`src/design/plasm_pkg.sv`:
```
// ----------------------------------------------------------------------------
// plasm_pkg
// Shared types, widths and helpers for the posting list builder.
// ----------------------------------------------------------------------------
package plasm_pkg;

  localparam int CAPACITY = 1024;
  localparam int CNT_W    = $clog2(CAPACITY + 1);
  localparam int ADDR_W   = $clog2(CAPACITY);
  localparam int PTR_W    = CNT_W + 1;
  localparam int DOC_W    = 64;
  localparam int FREQ_W   = 32;
  localparam int IDX_W    = 10;
  localparam int ENT_W    = DOC_W + FREQ_W;

  typedef enum logic [1:0] {
    OP_ADD   = 2'd0,
    OP_SORT  = 2'd1,
    OP_READ  = 2'd2,
    OP_CLEAR = 2'd3
  } op_t;

  typedef enum logic [1:0] {
    ST_OK    = 2'd0,
    ST_FULL  = 2'd1,
    ST_RANGE = 2'd2
  } status_t;

  typedef struct packed {
    op_t               op;
    logic [DOC_W-1:0]  doc;
    logic [FREQ_W-1:0] freq;
    logic [IDX_W-1:0]  idx;
  } item_t;

  typedef struct packed {
    logic  valid;
    item_t item;
  } head_t;

  // Saturating add: bit FREQ_W flags saturation.
  function automatic logic [FREQ_W:0] sat_add(logic [FREQ_W-1:0] a,
                                              logic [FREQ_W-1:0] b);
    logic [FREQ_W:0] s;
    s = {1'b0, a} + {1'b0, b};
    if (s[FREQ_W]) begin
      s = {1'b1, {FREQ_W{1'b1}}};
    end
    return s;
  endfunction

endpackage

```
`src/design/plasm_front.sv`:
```
// ----------------------------------------------------------------------------
// plasm_front
// Accepts input beats, decodes the mode and holds them in a two-slot queue.
// ----------------------------------------------------------------------------
module plasm_front import plasm_pkg::*; (
  input  logic              clk,
  input  logic              rst_n,
  input  logic              in_valid,
  output logic              in_stall,
  input  logic [1:0]        in_mode,
  input  logic [DOC_W-1:0]  in_doc_id,
  input  logic [FREQ_W-1:0] in_freq,
  input  logic [IDX_W-1:0]  in_index,
  output head_t             head,
  input  logic              pop
);

  item_t      slot_r [2];
  logic       wr_r, rd_r;
  logic [1:0] fill_r;
  item_t      item_in;
  logic       push;

  always_comb begin
    item_in.op   = op_t'(in_mode);
    item_in.doc  = in_doc_id;
    item_in.freq = in_freq;
    item_in.idx  = in_index;
  end

  assign in_stall   = (fill_r == 2'd2);
  assign push       = in_valid && !in_stall;
  assign head.valid = (fill_r != 2'd0);
  assign head.item  = slot_r[rd_r];

  always_ff @(posedge clk) begin
    if (push) begin
      slot_r[wr_r] <= item_in;
    end
    if (!rst_n) begin
      wr_r   <= 1'b0;
      rd_r   <= 1'b0;
      fill_r <= 2'd0;
    end else begin
      if (push) wr_r <= !wr_r;
      if (pop)  rd_r <= !rd_r;
      fill_r <= fill_r + {1'b0, push} - {1'b0, pop};
    end
  end

endmodule

```
`config.mk`:
```
export PLATFORM = sky130hd
export DESIGN_NAME = plasm_front
export DESIGN_NICKNAME = d
export VERILOG_FILES = /design/src/design/plasm_pkg.sv /design/src/design/plasm_front.sv
export SDC_FILE = /design/constraint.sdc
export NUM_CORES = 1
export LEC_CHECK = 0
export ABC_AREA = 0
export BUFFER_PORTS_ARGS = -buffer_cell sky130_fd_sc_hd__buf_4
export CAP_MARGIN = 25
export CORE_MARGIN = 2
export CORE_UTILIZATION = 30
export CTS_CLUSTER_SIZE = 8
export DETAILED_ROUTE_END_ITERATION = 10
export PLACE_DENSITY = 0.61
export SYNTH_ARGS = -nofsm -noshare
export SYNTH_HDL_FRONTEND = slang
export SYNTH_SLANG_ARGS = --single-unit
```
`constraint.sdc`:
```
create_clock -name clk -period 6.9 [get_ports clk]
set_clock_uncertainty 0.05 [all_clocks]
set_input_delay 0.69 -clock clk [delete_from_list [all_inputs] [get_ports clk]]
set_output_delay 0.69 -clock clk [all_outputs]
set_load 0.005 [all_outputs]
```
==> results.md, run 1 <==
- Final TNS setup: 0 ns
- Std-Cell Rows: 60
- Cell count after synthesis: 361
- Routability cong.: 0.702
- Worst Hold Path Cells: 1
- R2r setup slk: 4.41 ns
- Hpwl dp: roughly 10000 µm
- Lkg Pwr: roughly 4.1 nW
- Drc violations: 0
- Power per standard cell area: 333 mW/mm²
- Endpoints failing setup: 0
- Via density: 4.29
- FF-to-FF Start: fill_r[0]
- Clk pwr share: 35.8%
- Switching part of the total: 22.4%
- Critical setup path kind: register to primary output
- Final-report hold violation count: 0
- DP Area: 0.0101 mm²
- Mapped Area: 0.00809 mm²
- Fraction of layout cells with a size suffix above 1: 59.7%
- GR Util All Layers: 10.7%
- Nets: just over 700
- Final instance area: 0.0110 mm²
- Hold path startpoint: in_freq[13]
- Antenna cells: 0
- Sequential Power Share: 48.1%
- Finished Layout Cells: 962
- Synth unique cells: 17
- CP max stage delay: 0.70 ns
- Slew HR: 33.9%
- Area grow syn2layout: 36.0%
- 1st-iter DRT viols: 204
- Comb pwr share: between 10% and 20%
- Yosys warnings: 0
- Crit start category: register
- Largest net degree at the start of global routing: 68
- Tmin final: approximately 3.3 ns
- Max-slew violations: 0
- Final core occ: between 40% and 50%
- H-tree Lvls: 1
- Syn nets: between 400 and 500
- Psw: 0.000822 W
- Via count: 4124
- Initial antenna violation count: 0
- Run status: finished, final reports clean
- Boundary Pins: about 220
- Max_cap viols: 0
- Cell mode on critical path: buf_4
- Per-cell routed wire length: 16.7 µm
- Worst Hold Endpoint: slot_r[0][23]
- Worst-path fanout max: 42
- Drt total wl: 16100 µm
- Cells along the critical path: buf_4 > buf_16 > mux2_2 > buf_4
- Antenna Violating Nets Remaining: 0
- Worst-case reg-to-reg path depth: 3
- Global-route wire length before repair: ~24000 µm
- GRT Residual Overflow: 0
- Synth Register Bits: 221
- I/O Buffers: 221
- Layout filler cell count: 2382
- DRT Pass-1 Iters: 4
- Critical Path End Type: primary output
- Vias in the first global route: between 4000 and 5000
- # Post-CTS Setup Buffers: 0
- CTS Buf Count: 31
- Worst skew pair latency: 0.53 ns
- Max Root-Sink Buffers: 3
- Area of the core: roughly 0.027 mm²
- Worst-margin pin slew: slightly below 1 ns
- Die height: 168 µm
- F_max: 299 MHz
- Placed instance count: just over 900
- Unrepaired setup endpoints after global routing: no
- Pint: 0.00284 W
- Most frequent cells in the layout: buf_4, edfxtp_1, mux2_2
- Critical path arrival: around 2.6 ns
- Clk sinks: 221
- RR Endpoint: slot_r[1][39]
- Most common cell after layout, fill and taps aside: buf_4
- Avg Inst Size Synth: roughly 22 µm²
- VDD IR max: about 0.2 mV
- CTS root buffer: clkbuf_16
- CTS tree: done
- Starting Density: about 30%
- Slowest-stage cell, CP: dfxtp_4
- CP Data Required Time: approximately 6.2 ns
- Die Area: 0.0283 mm²
- Worst hold-check path type: input pin to register
- Seq/Total Area, Yosys: 81.4%
- Width of the die: 168 µm
- Clock slew at reported path FFs: 0.05 ns
- CTS hold repair buffers: 0
- Resized Gates After CTS: 0
- Crit share post-route: 48.5%
-- logic make-up after synthesis --
group         Yosys count  share of synthesized area (%)
xor+xnor                3                          0.325
fa+ha+maj               2                          0.309
mux                   109                           16.1
buf+inv                15                           1.19
simple gates           11                          0.665
flops                 221                           81.4
-- power by group through the flow --
stage | registers, W | logic [W] | clock network [W]
floorplan | 0.00179 | 0.000286 | 0
global placement | 0.00178 | 0.000588 | 0
detailed placement | 0.00179 | 0.000601 | 0
CTS | 0.00176 | 0.000605 | 0.00136
global route | 0.00178 | 0.000640 | 0.00141
finish | 0.00176 | 0.000591 | 0.00131
-- how the worst max path moves through the flow --
stage | start | cells after the start | to | slack [ns]
after global routing | register | 4 | head[35] | 3.37
after global placement | register | 3 | head[37] | 3.94
after detailed placement | register | 3 | head[28] | 3.88
after floorplan | in_valid | 2 | slot_r[0][0] | 1.0
after CTS | register | 3 | head[28] | 3.28
final | register | 4 | head[28] | 3.55
-- synthesized netlist by cell type --
cell / instances / area [µm²]
and3_1: 1 / 6.26
dfxtp_1: 5 / 100
mux2i_1: 1 / 10.0
buf_6: 4 / 45.0
nand2_1: 2 / 7.51
xnor2_1: 2 / 17.5
edfxtp_1: 216 / 6490
xor2_1: 1 / 8.76
mux2_2: 88 / 991
mux2_4: 20 / 300
buf_2: 8 / 40.0
ha_1: 2 / 25.0
and2_1: 1 / 6.26
or2_2: 1 / 6.26
nor2_1: 4 / 15.0
nand2b_1: 2 / 12.5
inv_1: 3 / 11.3
-- layout make-up --
| cell class | count | area [µm²] | share of cell area [%] |
|---|---|---|---|
| clock buffers | 44 | 825 | 7.49 |
| clock inverters | 2 | 13.8 | 0.125 |
| inverters | 3 | 11.3 | 0.102 |
| multi-input cells | 125 | 1420 | 12.9 |
| flip-flops and latches | 221 | 6590 | 59.9 |
| well taps | 341 | 427 | 3.88 |
| repair buffers | 226 | 1720 | 15.6 |
-- critical path: cells and delay by family, from the launching register on --
family	cells	cell delay, ns
buffers and inverters	3	0.92
flip-flops	1	0.70
multiplexers	1	0.38
-- through the flow --
| stage | power (W) | setup WS (ns) | hold slack, ns |
|---|---|---|---|
| after floorplan | 0.00208 | 0.998 | 0.405 |
| after global placement | 0.00237 | 3.94 | 0.447 |
| after detailed placement | 0.00239 | 3.88 | 0.468 |
| after CTS | 0.00373 | 3.28 | 0.254 |
| after global routing | 0.00383 | 3.37 | 0.259 |
| final | 0.00366 | 3.55 | 0.288 |
-- flip-flops by register name (all words and copies together), names as in the netlist, named ones only --
register and flops:
fill_r 2, rd_r 1, slot_r 216, wr_r 1
-- layer usage --
layer	vias to the layer above	global-route usage (%)	wire [µm]
met1	2031	11.9	6340
met5	-	0	0
met2	156	19.2	8070
met4	0	3.45	295
met3	26	3.76	1410
li1	1911	-	-
Note: power is estimated with default switching activity, not from simulation.
==> run 2, diff against run 1 <==
==> constraint.sdc (replaced) <==
create_clock -name clk -period 3.15 [get_ports clk]
set_clock_uncertainty 0.05 [all_clocks]
set_input_delay 0.315 -clock clk [delete_from_list [all_inputs] [get_ports clk]]
set_output_delay 0.315 -clock clk [all_outputs]
set_load 0.005 [all_outputs]
==> results.md, run 2 (synthesized netlist as in run 1, its figures left out) <==
- Run status: finished, final reports clean
- Final TNS setup: 0 ns (unchanged)
- Tmin final: 2.35 ns
- Area of the core: 0.0267 mm² (unchanged)
- Per-cell routed wire length: 16.1 µm (-4.1%)
- GRT Residual Overflow: 0 (unchanged)
- Max_cap viols: 0 (unchanged)
- I/O Buffers: 221 (unchanged)
- Routability cong.: 0.672 (-4.3%)
- Worst-margin pin slew: 0.647 ns (-0.344 ns)
- Max-slew violations: 0 (unchanged)
- Worst skew pair latency: 0.53 ns (about the same)
- Slowest-stage cell, CP: buf_12
- DP Area: 0.0102 mm² (+0.44%)
- Endpoints failing setup: 0 (unchanged)
- Crit start category: register
- Finished Layout Cells: 1071 (+11%)
- Cells along the critical path: buf_12 > mux2_2 > buf_4
- Max Root-Sink Buffers: 3 (unchanged)
- Starting Density: 30.3% (unchanged)
- Via count: 4646 (+13%)
- Clk sinks: 221 (unchanged)
- Lkg Pwr: 4.58 nW (+11%)
- Unrepaired setup endpoints after global routing: no
- # Post-CTS Setup Buffers: 0 (unchanged)
- Biggest register: slot_r
- Boundary Pins: 222 (unchanged)
- Hpwl dp: 10400 µm (-0.13%)
- CTS root buffer: clkbuf_16
- Placed instance count: 916 (+0.11%)
- Max reg flops: 216 (unchanged)
- VDD IR max: 0.488 mV (+140%)
- Layout filler cell count: 2298 (-3.5%)
- Critical Path End Type: primary output
- GR Util All Layers: 11.7% (+1.0 points)
- Die Area: 0.0283 mm² (unchanged)
- Slew HR: 56.8% (+23 points)
- Critical setup path kind: register to primary output
- DRT Pass-1 Iters: 4 (unchanged)
- CTS Buf Count: 31 (unchanged)
- Final instance area: 0.0121 mm² (+10%)
- Crit share post-route: 74.5%
- Global-route wire length before repair: 26300 µm (+10%)
- Nets: 832 (+15%)
- CP max stage delay: 0.50 ns (-0.20 ns)
- Width of the die: 168 µm (unchanged)
- Die height: 168 µm (unchanged)
- Std-Cell Rows: 60 (unchanged)
- Final-report hold violation count: 0 (unchanged)
- Power per standard cell area: 674 mW/mm² (+100%)
- Worst-path fanout max: 108 (+160%)
- Top flop regs: slot_r (216), fill_r (2)
- Worst hold-check path type: input pin to register
- Most common cell after layout, fill and taps aside: buf_4
- Critical path arrival: 1.98 ns (-0.63 ns)
- Largest net degree at the start of global routing: 109 (+60%)
- Drt total wl: 17200 µm (+6.8%)
- Area grow syn2layout: 49.8%
- Clock slew at reported path FFs: 0.05 ns (about the same)
- Fraction of layout cells with a size suffix above 1: 50.7% (-9.1 points)
- H-tree Lvls: 1 (unchanged)
- Hold path startpoint: in_valid
- FF-to-FF Start: fill_r[0]
- Final core occ: 45.4% (+4.2 points)
- Hold slack: 0.139 ns (-0.149 ns)
- Via density: 4.34 (+1.2%)
- CP Data Required Time: 2.78 ns (-3.38 ns)
- CTS tree: done
- 1st-iter DRT viols: 229 (+12%)
- Antenna Violating Nets Remaining: 0 (unchanged)
- F_max: 426 MHz
- Initial antenna violation count: 0 (unchanged)
- Antenna cells: 0 (unchanged)
- Most frequent cells in the layout: buf_4, edfxtp_1, dlygate4sd3_1
- Drc violations: 0 (unchanged)
- Vias in the first global route: 5101 (+14%)
run 2: cell types whose count changed in the layout (fill, tap and decap cells not counted), sizes merged:
cell,previous run,this run
dlygate4sd3,0,110
clkbuf,44,45
clkinv,1,0
inv,4,3
run 2: routing by layer:
| layer | vias up | global-route usage [%] | wire length (µm) |
|---|---|---|---|
| li1 | 2139 | - | - |
| met1 | 2298 | 12.9 | 6700 |
| met2 | 165 | 21.4 | 8830 |
| met3 | 44 | 3.29 | 1110 |
| met4 | 0 | 4.42 | 564 |
| met5 | - | 0 | 0 |
run 2: critical path, delay by kind of cell (launching register included):
family,cells,cell delay [ns]
buffers and inverters,2,0.64
flip-flops,1,0.34
multiplexers,1,0.42
run 2: what timing repair did:
item | CTS | global route
resized for setup | 0 | 0
hold buffers | 110 | 0
hold endpoints to repair | 221 | 0
run 2: layout make-up:
| type | count | area, µm² | share of cell area [%] |
|---|---|---|---|
| timing repair buffer | 336 | 2840 | 23.4 |
| inverter | 3 | 11.3 | 0.0929 |
| tap | 341 | 427 | 3.52 |
| clock buffer | 45 | 838 | 6.92 |
| sequential | 221 | 6590 | 54.4 |
| multi-input combinational | 125 | 1420 | 11.7 |
run 2: stage by stage:
step / setup WS, ns / total power, W
detailed placement: 1.31 / 0.00526
global placement: 1.35 / 0.00521
finish: 0.802 / 0.00817
floorplan: 0.494 / 0.00450
global route: 0.702 / 0.00854
CTS: 0.731 / 0.00830
run 2: path summary, 6_finish.rpt:
check	slack, ns	endpoint	cells after the start
min	0.14	wr_r	3
min reg2reg	0.47	rd_r	2
max reg2reg	1.31	slot_r[0][34]	4
max	0.80	head[3]	3
run 2: report_power, final:
| part | leakage (nW) | internal (W) | switching, W | total, W |
|---|---|---|---|---|
| Sequential | 2.06 | 0.00374 | 0.0000986 | 0.00384 |
| Clock | 0.405 | 0.00179 | 0.00109 | 0.00288 |
| Combinational | 2.12 | 0.000810 | 0.000642 | 0.00145 |
